[config.mk]
export PLATFORM = sky130hd
export DESIGN_NAME = sh_coefficient_band_rotate_flat
export DESIGN_NICKNAME = d
export VERILOG_FILES = /design/src/rtl/shcbr_pkg.sv /design/src/rtl/shcbr_if.sv /design/src/rtl/shcbr_front.sv /design/src/rtl/shcbr_queue.sv /design/src/rtl/shcbr_back.sv /design/src/rtl/sh_coefficient_band_rotate.sv /design/src/flat_wrapper.sv
export SDC_FILE = /design/constraint.sdc
export NUM_CORES = 2
export LEC_CHECK = 0
export BUFFER_PORTS_ARGS = -buffer_cell sky130_fd_sc_hd__buf_2
export CORE_MARGIN = 2
export CORE_UTILIZATION = 65
export CTS_BUF_LIST = sky130_fd_sc_hd__clkbuf_8 sky130_fd_sc_hd__clkbuf_16
export CTS_CLUSTER_SIZE = 8
export DETAILED_ROUTE_END_ITERATION = 16
export PLACE_DENSITY = 0.82
export SYNTH_ARGS = -nofsm -noshare
export SYNTH_HDL_FRONTEND = slang
export SYNTH_SLANG_ARGS = --single-unit
[constraint.sdc]
create_clock -name clk -period 10.1 [get_ports clk]
set_clock_uncertainty 0.1 [all_clocks]
set_input_delay 2.02 -clock clk [delete_from_list [all_inputs] [get_ports clk]]
set_output_delay 2.02 -clock clk [all_outputs]
set_load 0.005 [all_outputs]
[src/rtl/shcbr_pkg.sv]
package shcbr_pkg;

  localparam int COEF_W         = 16;
  localparam int ENTRY_W        = 16;
  localparam int INDEX_W        = 7;
  localparam int POS_W          = 4;
  localparam int DEG_W          = 2;
  localparam int FIELD_CH       = 3;
  localparam int FRAC_SHIFT     = 14;
  localparam int ACC_FN_W       = 40;
  localparam int DEF_CHANNELS   = 3;
  localparam int DEF_MAX_DEGREE = 3;
  localparam int DEF_QUEUE_DEPTH = 2;

  localparam logic MODE_LOAD = 1'b0;
  localparam logic MODE_COEF = 1'b1;

  typedef logic signed [COEF_W-1:0] coef_t;

  typedef enum logic [1:0] {
    OP_LOAD,
    OP_PASS,
    OP_STORE,
    OP_ROTATE
  } op_t;

  typedef enum logic [1:0] {
    ST_IDLE,
    ST_ISSUE,
    ST_DRAIN,
    ST_EMIT
  } back_state_t;

  typedef struct packed {
    op_t                        op;
    logic [POS_W-1:0]           pos;
    logic [DEG_W-1:0]           band;
    logic [2:0]                 off;
    logic [INDEX_W-1:0]         entry_addr;
    logic signed [ENTRY_W-1:0]  entry_value;
    coef_t [FIELD_CH-1:0]       coefs;
  } cmd_t;

  // entries of all rotated bands up to the given degree
  function automatic int store_depth(input int max_degree);
    int depth;
    depth = 0;
    for (int l = 1; l <= max_degree; l++) begin
      depth = depth + (2 * l + 1) * (2 * l + 1);
    end
    return depth;
  endfunction

  function automatic logic [DEG_W-1:0] band_of(input logic [POS_W-1:0] pos);
    logic [DEG_W-1:0] l;
    if (pos == 4'd0) begin
      l = 2'd0;
    end else if (pos < 4'd4) begin
      l = 2'd1;
    end else if (pos < 4'd9) begin
      l = 2'd2;
    end else begin
      l = 2'd3;
    end
    return l;
  endfunction

  function automatic logic [POS_W-1:0] band_first(input logic [DEG_W-1:0] l);
    logic [POS_W-1:0] f;
    case (l)
      2'd1:    f = 4'd1;
      2'd2:    f = 4'd4;
      2'd3:    f = 4'd9;
      default: f = 4'd0;
    endcase
    return f;
  endfunction

  function automatic logic [INDEX_W-1:0] band_base(input logic [DEG_W-1:0] l);
    logic [INDEX_W-1:0] b;
    case (l)
      2'd2:    b = 7'd9;
      2'd3:    b = 7'd34;
      default: b = 7'd0;
    endcase
    return b;
  endfunction

  // add half an lsb, floor by the fraction shift, clamp to 16 bits
  function automatic coef_t round_sat(input logic signed [ACC_FN_W-1:0] a);
    localparam logic signed [ACC_FN_W:0] BIAS    = (ACC_FN_W+1)'(1 << (FRAC_SHIFT - 1));
    localparam logic signed [ACC_FN_W:0] SAT_MAX = (ACC_FN_W+1)'(32767);
    localparam logic signed [ACC_FN_W:0] SAT_MIN = -(ACC_FN_W+1)'(32768);
    logic signed [ACC_FN_W:0] v;
    logic signed [ACC_FN_W:0] q;
    coef_t r;
    v = (ACC_FN_W+1)'(a) + BIAS;
    q = v >>> FRAC_SHIFT;
    if (q > SAT_MAX) begin
      r = 16'sh7fff;
    end else if (q < SAT_MIN) begin
      r = 16'sh8000;
    end else begin
      r = COEF_W'(q);
    end
    return r;
  endfunction

endpackage

[src/rtl/shcbr_if.sv]
interface shcbr_cfg_if;
  import shcbr_pkg::*;
  logic             valid;
  logic             ready;
  logic [DEG_W-1:0] band_degree;
  modport source (output valid, output band_degree, input ready);
  modport sink (input valid, input band_degree, output ready);
endinterface

interface shcbr_in_if;
  import shcbr_pkg::*;
  logic                      valid;
  logic                      ready;
  logic                      mode;
  logic [INDEX_W-1:0]        entry_index;
  logic signed [ENTRY_W-1:0] entry_value;
  logic signed [COEF_W-1:0]  coef_red;
  logic signed [COEF_W-1:0]  coef_green;
  logic signed [COEF_W-1:0]  coef_blue;
  modport source (output valid, output mode, output entry_index, output entry_value,
                  output coef_red, output coef_green, output coef_blue, input ready);
  modport sink (input valid, input mode, input entry_index, input entry_value,
                input coef_red, input coef_green, input coef_blue, output ready);
endinterface

interface shcbr_out_if;
  import shcbr_pkg::*;
  logic                     valid;
  logic                     ready;
  logic [POS_W-1:0]         coef_index;
  logic signed [COEF_W-1:0] out_red;
  logic signed [COEF_W-1:0] out_green;
  logic signed [COEF_W-1:0] out_blue;
  logic                     last_of_run;
  modport source (output valid, output coef_index, output out_red, output out_green,
                  output out_blue, output last_of_run, input ready);
  modport sink (input valid, input coef_index, input out_red, input out_green,
                input out_blue, input last_of_run, output ready);
endinterface

[src/rtl/shcbr_front.sv]
module shcbr_front #(
  parameter int CHANNELS   = shcbr_pkg::DEF_CHANNELS,
  parameter int MAX_DEGREE = shcbr_pkg::DEF_MAX_DEGREE
) (
  input  logic             clk,
  input  logic             rst,
  shcbr_cfg_if.sink        cfg,
  shcbr_in_if.sink         feed,
  output logic             push,
  output shcbr_pkg::cmd_t  push_cmd,
  input  logic             full
);
  import shcbr_pkg::*;

  localparam int LANES       = (CHANNELS < FIELD_CH) ? CHANNELS : FIELD_CH;
  localparam int STORE_DEPTH = store_depth(MAX_DEGREE);
  localparam logic [DEG_W-1:0]   MAX_DEG_L = DEG_W'(MAX_DEGREE);
  localparam logic [INDEX_W-1:0] DEPTH_L   = INDEX_W'(STORE_DEPTH);

  logic [DEG_W-1:0] band_degree;
  logic [POS_W-1:0] position;
  logic [POS_W-1:0] position_next;
  logic             accept;
  logic [DEG_W-1:0] l;
  logic [DEG_W-1:0] active;
  logic [POS_W-1:0] off;
  coef_t [FIELD_CH-1:0] raw;

  assign cfg.ready  = 1'b1;
  assign feed.ready = !full;
  assign accept     = feed.valid && !full;

  assign raw[0] = feed.coef_red;
  assign raw[1] = feed.coef_green;
  assign raw[2] = feed.coef_blue;

  assign l      = band_of(position);
  assign active = (band_degree > MAX_DEG_L) ? MAX_DEG_L : band_degree;
  assign off    = position - band_first(l);

  always_comb begin
    position_next        = position;
    push                 = 1'b0;
    push_cmd.pos         = position;
    push_cmd.band        = l;
    push_cmd.off         = 3'(off);
    push_cmd.entry_addr  = feed.entry_index;
    push_cmd.entry_value = feed.entry_value;
    push_cmd.op          = OP_PASS;
    for (int ch = 0; ch < FIELD_CH; ch++) begin
      push_cmd.coefs[ch] = (ch < LANES) ? raw[ch] : '0;
    end
    if (feed.mode == MODE_LOAD) begin
      push_cmd.op = OP_LOAD;
      push        = accept && (feed.entry_index < DEPTH_L);
    end else begin
      position_next = accept ? position + 1'b1 : position;
      push          = accept;
      if (l == 2'd0 || l > active) begin
        push_cmd.op = OP_PASS;
      end else if (off == POS_W'({l, 1'b0})) begin
        push_cmd.op = OP_ROTATE;
      end else begin
        push_cmd.op = OP_STORE;
      end
    end
  end

  always_ff @(posedge clk) begin
    if (rst) begin
      band_degree <= '0;
      position    <= '0;
    end else begin
      if (cfg.valid) begin
        band_degree <= cfg.band_degree;
      end
      position <= position_next;
    end
  end

endmodule

[src/rtl/shcbr_queue.sv]
module shcbr_queue #(
  parameter int DEPTH = shcbr_pkg::DEF_QUEUE_DEPTH
) (
  input  logic             clk,
  input  logic             rst,
  input  logic             push,
  input  shcbr_pkg::cmd_t  push_cmd,
  output logic             full,
  output logic             pop_valid,
  output shcbr_pkg::cmd_t  pop_cmd,
  input  logic             pop
);
  import shcbr_pkg::*;

  localparam int PW = $clog2(DEPTH);
  localparam int CW = $clog2(DEPTH + 1);
  localparam logic [PW-1:0] LAST_SLOT = PW'(DEPTH - 1);
  localparam logic [CW-1:0] FULL_CNT  = CW'(DEPTH);

  cmd_t            slots [DEPTH];
  logic [PW-1:0]   wr_ptr;
  logic [PW-1:0]   rd_ptr;
  logic [CW-1:0]   count;
  logic            do_push;
  logic            do_pop;

  assign full      = (count == FULL_CNT);
  assign pop_valid = (count != '0);
  assign pop_cmd   = slots[rd_ptr];
  assign do_push   = push && !full;
  assign do_pop    = pop && pop_valid;

  always_ff @(posedge clk) begin
    if (rst) begin
      wr_ptr <= '0;
      rd_ptr <= '0;
      count  <= '0;
    end else begin
      if (do_push) begin
        wr_ptr <= (wr_ptr == LAST_SLOT) ? '0 : wr_ptr + 1'b1;
      end
      if (do_pop) begin
        rd_ptr <= (rd_ptr == LAST_SLOT) ? '0 : rd_ptr + 1'b1;
      end
      if (do_push && !do_pop) begin
        count <= count + 1'b1;
      end else if (do_pop && !do_push) begin
        count <= count - 1'b1;
      end
    end
  end

  always_ff @(posedge clk) begin
    if (do_push) begin
      slots[wr_ptr] <= push_cmd;
    end
  end

endmodule

[src/rtl/shcbr_back.sv]
module shcbr_back #(
  parameter int CHANNELS   = shcbr_pkg::DEF_CHANNELS,
  parameter int MAX_DEGREE = shcbr_pkg::DEF_MAX_DEGREE
) (
  input  logic             clk,
  input  logic             rst,
  input  logic             pop_valid,
  input  shcbr_pkg::cmd_t  pop_cmd,
  output logic             pop,
  shcbr_out_if.source      result
);
  import shcbr_pkg::*;

  localparam int LANES       = (CHANNELS < FIELD_CH) ? CHANNELS : FIELD_CH;
  localparam int STORE_DEPTH = store_depth(MAX_DEGREE);
  localparam int BUF_DEPTH   = 2 * MAX_DEGREE + 1;
  localparam int AW          = $clog2(STORE_DEPTH);
  localparam int BW          = $clog2(BUF_DEPTH);
  localparam int PROD_W      = COEF_W + ENTRY_W;
  localparam int ACC_W       = PROD_W + BW;

  back_state_t state;
  back_state_t state_next;

  logic signed [ENTRY_W-1:0] mstore [STORE_DEPTH];
  coef_t [LANES-1:0]         bstore [BUF_DEPTH];

  logic [AW-1:0]             maddr;
  logic [BW-1:0]             col;
  logic [BW-1:0]             row;
  logic [BW-1:0]             kl;
  logic [DEG_W-1:0]          band;
  logic signed [ENTRY_W-1:0] mdata;
  coef_t [LANES-1:0]         bdata;
  logic signed [PROD_W-1:0]  prod [LANES];
  logic signed [ACC_W-1:0]   acc [LANES];
  coef_t [FIELD_CH-1:0]      rnd;

  logic p1_valid;
  logic p1_last;
  logic p2_valid;
  logic p2_last;
  logic row_done;

  logic                 out_valid;
  logic [POS_W-1:0]     out_index;
  coef_t [FIELD_CH-1:0] out_coef;
  logic                 out_last;
  logic                 out_free;

  logic mem_we;
  logic buf_we;
  logic pass_load;
  logic rot_start;
  logic issue;
  logic emit_load;

  assign out_free = !out_valid || result.ready;

  assign result.valid       = out_valid;
  assign result.coef_index  = out_index;
  assign result.out_red     = out_coef[0];
  assign result.out_green   = out_coef[1];
  assign result.out_blue    = out_coef[2];
  assign result.last_of_run = out_last;

  for (genvar ch = 0; ch < FIELD_CH; ch++) begin : g_rnd
    if (ch < LANES) begin : g_on
      assign rnd[ch] = round_sat(ACC_FN_W'(acc[ch]));
    end else begin : g_off
      assign rnd[ch] = '0;
    end
  end

  always_comb begin
    state_next = state;
    pop        = 1'b0;
    mem_we     = 1'b0;
    buf_we     = 1'b0;
    pass_load  = 1'b0;
    rot_start  = 1'b0;
    issue      = 1'b0;
    emit_load  = 1'b0;
    case (state)
      ST_IDLE: begin
        if (pop_valid) begin
          case (pop_cmd.op)
            OP_LOAD: begin
              mem_we = 1'b1;
              pop    = 1'b1;
            end
            OP_STORE: begin
              buf_we = 1'b1;
              pop    = 1'b1;
            end
            OP_PASS: begin
              if (out_free) begin
                pass_load = 1'b1;
                pop       = 1'b1;
              end
            end
            OP_ROTATE: begin
              buf_we     = 1'b1;
              pop        = 1'b1;
              rot_start  = 1'b1;
              state_next = ST_ISSUE;
            end
            default: ;
          endcase
        end
      end
      ST_ISSUE: begin
        issue = 1'b1;
        if (col == kl) begin
          state_next = ST_DRAIN;
        end
      end
      ST_DRAIN: begin
        if (row_done) begin
          state_next = ST_EMIT;
        end
      end
      ST_EMIT: begin
        if (out_free) begin
          emit_load  = 1'b1;
          state_next = (row == kl) ? ST_IDLE : ST_ISSUE;
        end
      end
      default: state_next = ST_IDLE;
    endcase
  end

  always_ff @(posedge clk) begin
    if (rst) begin
      state     <= ST_IDLE;
      p1_valid  <= 1'b0;
      p1_last   <= 1'b0;
      p2_valid  <= 1'b0;
      p2_last   <= 1'b0;
      row_done  <= 1'b0;
      out_valid <= 1'b0;
    end else begin
      state    <= state_next;
      p1_valid <= issue;
      p1_last  <= issue && (col == kl);
      p2_valid <= p1_valid;
      p2_last  <= p1_valid && p1_last;
      row_done <= p2_valid && p2_last;
      if (pass_load || emit_load) begin
        out_valid <= 1'b1;
      end else if (result.ready) begin
        out_valid <= 1'b0;
      end
    end
  end

  // matrix store and band buffer
  always_ff @(posedge clk) begin
    if (mem_we) begin
      mstore[pop_cmd.entry_addr[AW-1:0]] <= pop_cmd.entry_value;
    end
    mdata <= mstore[maddr];
    if (buf_we) begin
      bstore[pop_cmd.off[BW-1:0]] <= pop_cmd.coefs[LANES-1:0];
    end
    bdata <= bstore[col];
  end

  // sequencing and one multiply-accumulate lane per channel
  always_ff @(posedge clk) begin
    if (rot_start) begin
      band  <= pop_cmd.band;
      kl    <= BW'({pop_cmd.band, 1'b0});
      maddr <= AW'(band_base(pop_cmd.band));
      col   <= '0;
      row   <= '0;
    end else if (issue) begin
      maddr <= maddr + 1'b1;
      col   <= (col == kl) ? '0 : col + 1'b1;
    end else if (emit_load) begin
      row <= row + 1'b1;
    end
    for (int ch = 0; ch < LANES; ch++) begin
      if (p1_valid) begin
        prod[ch] <= mdata * bdata[ch];
      end
      if (rot_start || emit_load) begin
        acc[ch] <= '0;
      end else if (p2_valid) begin
        acc[ch] <= acc[ch] + ACC_W'(prod[ch]);
      end
    end
    if (pass_load) begin
      out_index <= pop_cmd.pos;
      out_coef  <= pop_cmd.coefs;
      out_last  <= 1'b1;
    end else if (emit_load) begin
      out_index <= band_first(band) + POS_W'(row);
      out_coef  <= rnd;
      out_last  <= (row == kl);
    end
  end

`ifndef SYNTHESIS
  a_pop_valid: assert property (@(posedge clk) disable iff (rst) pop |-> pop_valid)
    else $error("pop from empty queue");
  a_col_bound: assert property (@(posedge clk) disable iff (rst)
    (state == ST_ISSUE) |-> (col <= kl))
    else $error("column beyond band width");
  a_done_drain: assert property (@(posedge clk) disable iff (rst)
    row_done |-> (state == ST_DRAIN))
    else $error("row completed outside drain");
  a_out_free: assert property (@(posedge clk) disable iff (rst)
    (pass_load || emit_load) |-> (!out_valid || result.ready))
    else $error("output register overwritten");
`endif

endmodule

[src/rtl/sh_coefficient_band_rotate.sv]
// Rotates real spherical-harmonic coefficients of degree up to MAX_DEGREE for up to three
// colour channels. Coefficient items arrive in index order 0 to 15; load items write one
// matrix entry (flat index: band 1 at 0, band 2 at 9, band 3 at 34, row-major) and make no
// result. Coefficient 0 and bands above band_degree or MAX_DEGREE come out in the cycle
// after leaving the queue; other coefficients are buffered, and the last one of a band of
// k = 2l+1 produces k results. A front stage classifies items into a QUEUE_DEPTH command
// queue, so input is taken at one item per cycle until the queue fills. The back end takes
// load, store and pass items while idle (a pass item once the output register is free) and
// no new item during a rotation, which per row issues k reads on the single read port
// of the matrix store, accumulates them through read, product and accumulator registers,
// then rounds and hands over each row. Results are Q3.12, rounded half up and saturated.
// band_degree must be written by the user only while idle; the block does not enforce it.
module sh_coefficient_band_rotate #(
  parameter int CHANNELS    = shcbr_pkg::DEF_CHANNELS,
  parameter int MAX_DEGREE  = shcbr_pkg::DEF_MAX_DEGREE,
  parameter int QUEUE_DEPTH = shcbr_pkg::DEF_QUEUE_DEPTH
) (
  input  logic        clk,
  input  logic        rst,
  shcbr_cfg_if.sink   cfg,
  shcbr_in_if.sink    feed,
  shcbr_out_if.source result
);
  import shcbr_pkg::*;

  logic push;
  cmd_t push_cmd;
  logic full;
  logic pop_valid;
  cmd_t pop_cmd;
  logic pop;

  shcbr_front #(
    .CHANNELS   (CHANNELS),
    .MAX_DEGREE (MAX_DEGREE)
  ) u_front (
    .clk      (clk),
    .rst      (rst),
    .cfg      (cfg),
    .feed     (feed),
    .push     (push),
    .push_cmd (push_cmd),
    .full     (full)
  );

  shcbr_queue #(
    .DEPTH (QUEUE_DEPTH)
  ) u_queue (
    .clk       (clk),
    .rst       (rst),
    .push      (push),
    .push_cmd  (push_cmd),
    .full      (full),
    .pop_valid (pop_valid),
    .pop_cmd   (pop_cmd),
    .pop       (pop)
  );

  shcbr_back #(
    .CHANNELS   (CHANNELS),
    .MAX_DEGREE (MAX_DEGREE)
  ) u_back (
    .clk       (clk),
    .rst       (rst),
    .pop_valid (pop_valid),
    .pop_cmd   (pop_cmd),
    .pop       (pop),
    .result    (result)
  );

endmodule
[src/flat_wrapper.sv]
// flat-port wrapper written by rule: the top's interface ports become plain ports
module sh_coefficient_band_rotate_flat import shcbr_pkg::*;
#(
  parameter int CHANNELS    = shcbr_pkg::DEF_CHANNELS,
  parameter int MAX_DEGREE  = shcbr_pkg::DEF_MAX_DEGREE,
  parameter int QUEUE_DEPTH = shcbr_pkg::DEF_QUEUE_DEPTH
)
  (clk, rst, cfg_valid, cfg_band_degree, cfg_ready, feed_valid, feed_mode, feed_entry_index, feed_entry_value, feed_coef_red, feed_coef_green, feed_coef_blue, feed_ready, result_valid, result_coef_index, result_out_red, result_out_green, result_out_blue, result_last_of_run, result_ready);
  shcbr_cfg_if cfg_i ();
  shcbr_in_if feed_i ();
  shcbr_out_if result_i ();
  input  logic clk;
  input  logic rst;
  input wire logic [$bits(cfg_i.valid)-1:0] cfg_valid;
  input wire logic [$bits(cfg_i.band_degree)-1:0] cfg_band_degree;
  output wire logic [$bits(cfg_i.ready)-1:0] cfg_ready;
  input wire logic [$bits(feed_i.valid)-1:0] feed_valid;
  input wire logic [$bits(feed_i.mode)-1:0] feed_mode;
  input wire logic [$bits(feed_i.entry_index)-1:0] feed_entry_index;
  input wire logic [$bits(feed_i.entry_value)-1:0] feed_entry_value;
  input wire logic [$bits(feed_i.coef_red)-1:0] feed_coef_red;
  input wire logic [$bits(feed_i.coef_green)-1:0] feed_coef_green;
  input wire logic [$bits(feed_i.coef_blue)-1:0] feed_coef_blue;
  output wire logic [$bits(feed_i.ready)-1:0] feed_ready;
  output wire logic [$bits(result_i.valid)-1:0] result_valid;
  output wire logic [$bits(result_i.coef_index)-1:0] result_coef_index;
  output wire logic [$bits(result_i.out_red)-1:0] result_out_red;
  output wire logic [$bits(result_i.out_green)-1:0] result_out_green;
  output wire logic [$bits(result_i.out_blue)-1:0] result_out_blue;
  output wire logic [$bits(result_i.last_of_run)-1:0] result_last_of_run;
  input wire logic [$bits(result_i.ready)-1:0] result_ready;
  assign cfg_i.valid = cfg_valid;
  assign cfg_i.band_degree = cfg_band_degree;
  assign cfg_ready = cfg_i.ready;
  assign feed_i.valid = feed_valid;
  assign feed_i.mode = feed_mode;
  assign feed_i.entry_index = feed_entry_index;
  assign feed_i.entry_value = feed_entry_value;
  assign feed_i.coef_red = feed_coef_red;
  assign feed_i.coef_green = feed_coef_green;
  assign feed_i.coef_blue = feed_coef_blue;
  assign feed_ready = feed_i.ready;
  assign result_valid = result_i.valid;
  assign result_coef_index = result_i.coef_index;
  assign result_out_red = result_i.out_red;
  assign result_out_green = result_i.out_green;
  assign result_out_blue = result_i.out_blue;
  assign result_last_of_run = result_i.last_of_run;
  assign result_i.ready = result_ready;
  sh_coefficient_band_rotate #(.CHANNELS(CHANNELS), .MAX_DEGREE(MAX_DEGREE), .QUEUE_DEPTH(QUEUE_DEPTH)) u_core (.clk(clk), .rst(rst), .cfg(cfg_i), .feed(feed_i), .result(result_i));
endmodule
==> results.md <==
* Synth Area per Inst at around 15 um2
* Routability cong. at about 0.9
* Clock sinks at between 2k and 2.5k
* Cell family with most CP delay: adder cells
* CP most frequent cell: fa_1
* EDFF count, synth at ~2.1k
* DRT Pass-1 Iters at 7
* First-pass GRT wire length at ~500000 um
* Crit path kind: reg2reg
* Synth Area in Compound Gates at 0.0422
* Vias in the first global route at about 75k
* XOR/XNOR share of the synthesized area at 0.0183
* CTS H-tree depth at 5
* Ports at 135
* CP Max Fanout at 26
* Post-route clock period utilization at 0.735
* TNS Setup at 0 ns
* Synth Area in Simple Gates at 0.0659
* R2r setup slk at 2.67 ns
* CP required at approximately 11 ns
* Routed WL at approximately 330000 um
* Area delta synth->final at 10.5%
* Hold endpoint: u_core.u_back.row_done$_SDFF_PP0_
* RSZ-0062 raised after global routing: false
* Slew HR at 0.0107
* Port bufs at roughly 130
* CTS resizes at 0
* Sequential cell area fraction in the yosys report at 0.550
* Antenna violations before repair at 24
* Syn_nets at between 9k and 10k
* Largest net degree at the start of global routing at approximately 140
* Hold depth at 2
* Gr usage total at 0.365
* Core Footprint at around 0.18 mm2
* Max_cap viols at 1
* CP Buf/Inv Count at 3
* DRT iter0 DRCs at ~9.0k
* Root buffer selected by CTS: clkbuf_16
* Die ar. at ~0.18 mm2
* Yosys warning total at 0
* Standard-cell rows at 155
* R2r startpoint: u_core.u_back.mdata[5]$_DFF_P_
* Worst Reg2Reg Path Length in Cells at 21
* Final setup vio count at 0
* GRT overflow at 0
* Cells after synthesis at between 7k and 8k
* Hold Crit Class: reg2reg
* Initial core utilization at 0.656
* Post-synthesis cell area at around 0.12 mm2
* Max incr delay on CP at roughly 0.9 ns
* Max Fclk at ~130 MHz
* CP max-delay cell: dfxtp_1
* Mux contribution to synthesized area at 0.108
* Worst-path clk slew at roughly 0.060 ns
* Post-route ant nets at 0
* Drt via density at between 6 and 7
* Hold Startpoint: u_core.u_back.p2_last$_SDFF_PP0_
* Worst Path Arrival at slightly below 8 ns
* Adder-Cell Fraction of Synth Area at 0.174
* CP Launch Type: flip-flop
* Seq cells post-synth at ~2.2k
* Die height at between 400 and 500 um
* DP Wirelength at 184000 um
* Postcts setup bufs at 0
* DR vias at around 71k
* Hold buffer count at CTS at 0
* Final Hold Viols at 0
* TritonCTS clock tree: done
* Final nets at roughly 9.4k
* Ys flop type: edfxtp_1
* Fin. max-slew vios at 0
* Reg-to-reg endpoint: u_core.u_back.prod[0][63]$_DFFE_PP_
* Routed len/inst at a little over 30 um
* Fin crit period at roughly 7.4 ns
* Clk Latency, worst-skew pair at around 0.96 ns
* Post-route DRC violation count at 0
* Largest family of logic cells by synthesized area: adder cells
* Failing checks: max-capacitance violations
* Die W at 429 um
* Status: finished with violations
* CTS Buffer Depth at 4
* Unique masters post-synth at 100
* Worst Setup End Kind: flip-flop
* Worst-path cell chain: buf_4 -> and2_1 -> fa_1 -> inv_1 -> fa_1 -> fa_1 -> fa_1 -> inv_1 -> fa_1 -> fa_1 -> ha_1 -> a21o_1 -> a21oi_1 -> o211a_1 -> o22ai_1 -> o21ai_1 -> o21ai_1 -> or3_1 -> a21o_1 -> a21oi_1 -> xnor2_1
* Layout cell share with drive strength beyond 1 at 0.159
* Ys async rst share at 0
* Total CTS buffers at roughly 320
* Worst slew pin tran at between 1 and 1.5 ns
## logic make-up after synthesis
| group | after synthesis |
|---|---|
| DFF | 2180 |
| buffers and inverters | 1256 |
| other | 1 |
| adders and majority gates | 1157 |
| xor gates and xnor gates | 245 |
| and+or+nand+nor | 1599 |
| muxes | 678 |
| AOI/OAI and AO/OA | 744 |
## cell usage after synthesis, types with 19 or more instances
library cell / count / share of area
mux2i_1: 98 / 0.0084
and2_1: 391 / 0.021
inv_1: 933 / 0.030
buf_4: 31 / 0.0020
fa_1: 789 / 0.13
buf_1: 33 / 0.0011
a211oi_1: 26 / 0.0017
edfxtp_1: 2090 / 0.53
a31oi_1: 19 / 0.0010
nand2b_1: 50 / 0.0027
nor3_1: 41 / 0.0017
o21ai_1: 34 / 0.0014
and3_1: 31 / 0.0017
mux4_2: 464 / 0.089
mux2_2: 116 / 0.011
nor2_1: 348 / 0.011
o21a_1: 68 / 0.0043
xnor2_1: 152 / 0.011
xor2_1: 93 / 0.0069
a211o_1: 26 / 0.0019
clkbuf_1: 240 / 0.0077
ha_1: 368 / 0.039
a21oi_1: 175 / 0.0075
nand2_1: 553 / 0.018
nand4_1: 26 / 0.0014
a21o_1: 90 / 0.0058
dfxtp_1: 90 / 0.015
o21ai_0: 160 / 0.0068
nand3_1: 66 / 0.0028
nor2b_1: 29 / 0.0015
## worst reg2reg max path, delay by kind of cell (launching register included)
kind / cells / cell delay [ns]
AO/OA/AOI/OAI: 8 / 1.71
XOR/XNOR: 1 / 0.08
adder cells (fa/ha/maj): 7 / 3.18
buffers and inverters: 3 / 0.58
flip-flops: 1 / 0.91
AND/OR/NAND/NOR: 2 / 0.59
## final cells by class
type / instances / area [um2]
tap: 2355 / 2950
timing repair buffer: 283 / 1850
clock inverter: 107 / 485
clock buffer: 329 / 8230
fill: 10200 / 49200
antenna: 14 / 35.0
multi-input combinational: 4424 / 48100
sequential: 2180 / 64600
inverter: 934 / 3510
## worst max path at each step
stage | start | to | slack [ns] | cells past startpoint
finish | u_core.u_back.mdata[5]$_DFF_P_ | u_core.u_back.prod[0][63]$_DFFE_PP_ | 2.67 | 21
global route | u_core.u_back.mdata[3]$_DFF_P_ | u_core.u_back.prod[0][95]$_DFFE_PP_ | 2.40 | 22
CTS | u_core.u_back.mdata[3]$_DFF_P_ | u_core.u_back.prod[0][95]$_DFFE_PP_ | 2.80 | 22
floorplan | feed_entry_index[0] | u_core.u_queue.slots[0][0]$_DFFE_PP_ | 3.34 | 4
detailed placement | u_core.u_back.mdata[5]$_DFF_P_ | u_core.u_back.prod[0][95]$_DFFE_PP_ | 2.78 | 22
global placement | u_core.u_back.mdata[5]$_DFF_P_ | u_core.u_back.prod[0][62]$_DFFE_PP_ | 2.89 | 24
## per-layer routing
metal	wire length, um	global-route usage	share of wire	up-vias
li1	-	-	-	28500
met1	106000	0.431	0.32	36100
met2	163000	0.604	0.49	5332
met3	32400	0.0788	0.098	1509
met4	28300	0.250	0.086	14
met5	90	0	0.00027	-
## stage by stage
| step | utilization | setup WS, ns | instances | hold slack [ns] | area, um2 |
|---|---|---|---|---|---|
| 6_report | 0.725 | 2.67 | 10600 | 0.371 | 130000 |
| 4_1_cts | 0.725 | 2.80 | 10600 | 0.355 | 130000 |
| 2_1_floorplan | - | 3.34 | 7860 | 0.302 | 117000 |
| 3_5_place_dp | 0.676 | 2.78 | 10200 | 0.318 | 121000 |
| 3_3_place_gp | 0.676 | 2.89 | 10200 | 0.310 | 121000 |
| 5_1_grt | 0.725 | 2.40 | 10600 | 0.369 | 130000 |
## flip-flops by register name, indices dropped and copies added, names as in the netlist, 3 cells and up, named ones only
signal / cells
u_core.u_back.bdata: 48
u_core.u_front.position: 4
u_core.u_queue.slots: 164
u_core.u_back.result.coef_index: 4
u_core.u_back.acc: 105
u_core.u_back.bstore: 336
u_core.u_back.mdata: 16
u_core.u_back.result.out_red: 16
u_core.u_back.prod: 96
u_core.u_back.mstore: 1328
u_core.u_back.maddr: 7
u_core.u_back.col: 3
u_core.u_back.row: 3
u_core.u_back.result.out_green: 16
u_core.u_back.result.out_blue: 16
## cell usage in the layout, fill, tap and decap left out, types with 17 or more instances in the layout
| cell | Yosys | final |
|---|---|---|
| a211o_1 | 26 | 26 |
| a211oi_1 | 26 | 26 |
| a21o_1 | 90 | 90 |
| a21oi_1 | 175 | 175 |
| a31oi_1 | 19 | 19 |
| and2_1 | 391 | 391 |
| and3_1 | 31 | 31 |
| buf_2 | 14 | 133 |
| buf_4 | 31 | 145 |
| clkbuf_16 | 0 | 329 |
| dfxtp_1 | 90 | 78 |
| edfxtp_1 | 2090 | 2090 |
| fa_1 | 789 | 789 |
| ha_1 | 368 | 368 |
| inv_1 | 933 | 1029 |
| mux2_2 | 116 | 116 |
| mux2i_1 | 98 | 98 |
| mux4_2 | 464 | 464 |
| nand2_1 | 553 | 552 |
| nand2b_1 | 50 | 50 |
| nand3_1 | 66 | 65 |
| nand4_1 | 26 | 26 |
| nor2_1 | 348 | 318 |
| nor2_2 | 1 | 21 |
| nor2b_1 | 29 | 29 |
| nor3_1 | 41 | 40 |
| o21a_1 | 68 | 68 |
| o21ai_0 | 160 | 160 |
| o21ai_1 | 34 | 34 |
| o21bai_1 | 17 | 17 |
| xnor2_1 | 152 | 152 |
| xor2_1 | 93 | 93 |
Power is left out: the tool's default activity adds up to more than one toggle a clock period on the data nets, which glitch-free logic cannot reach.
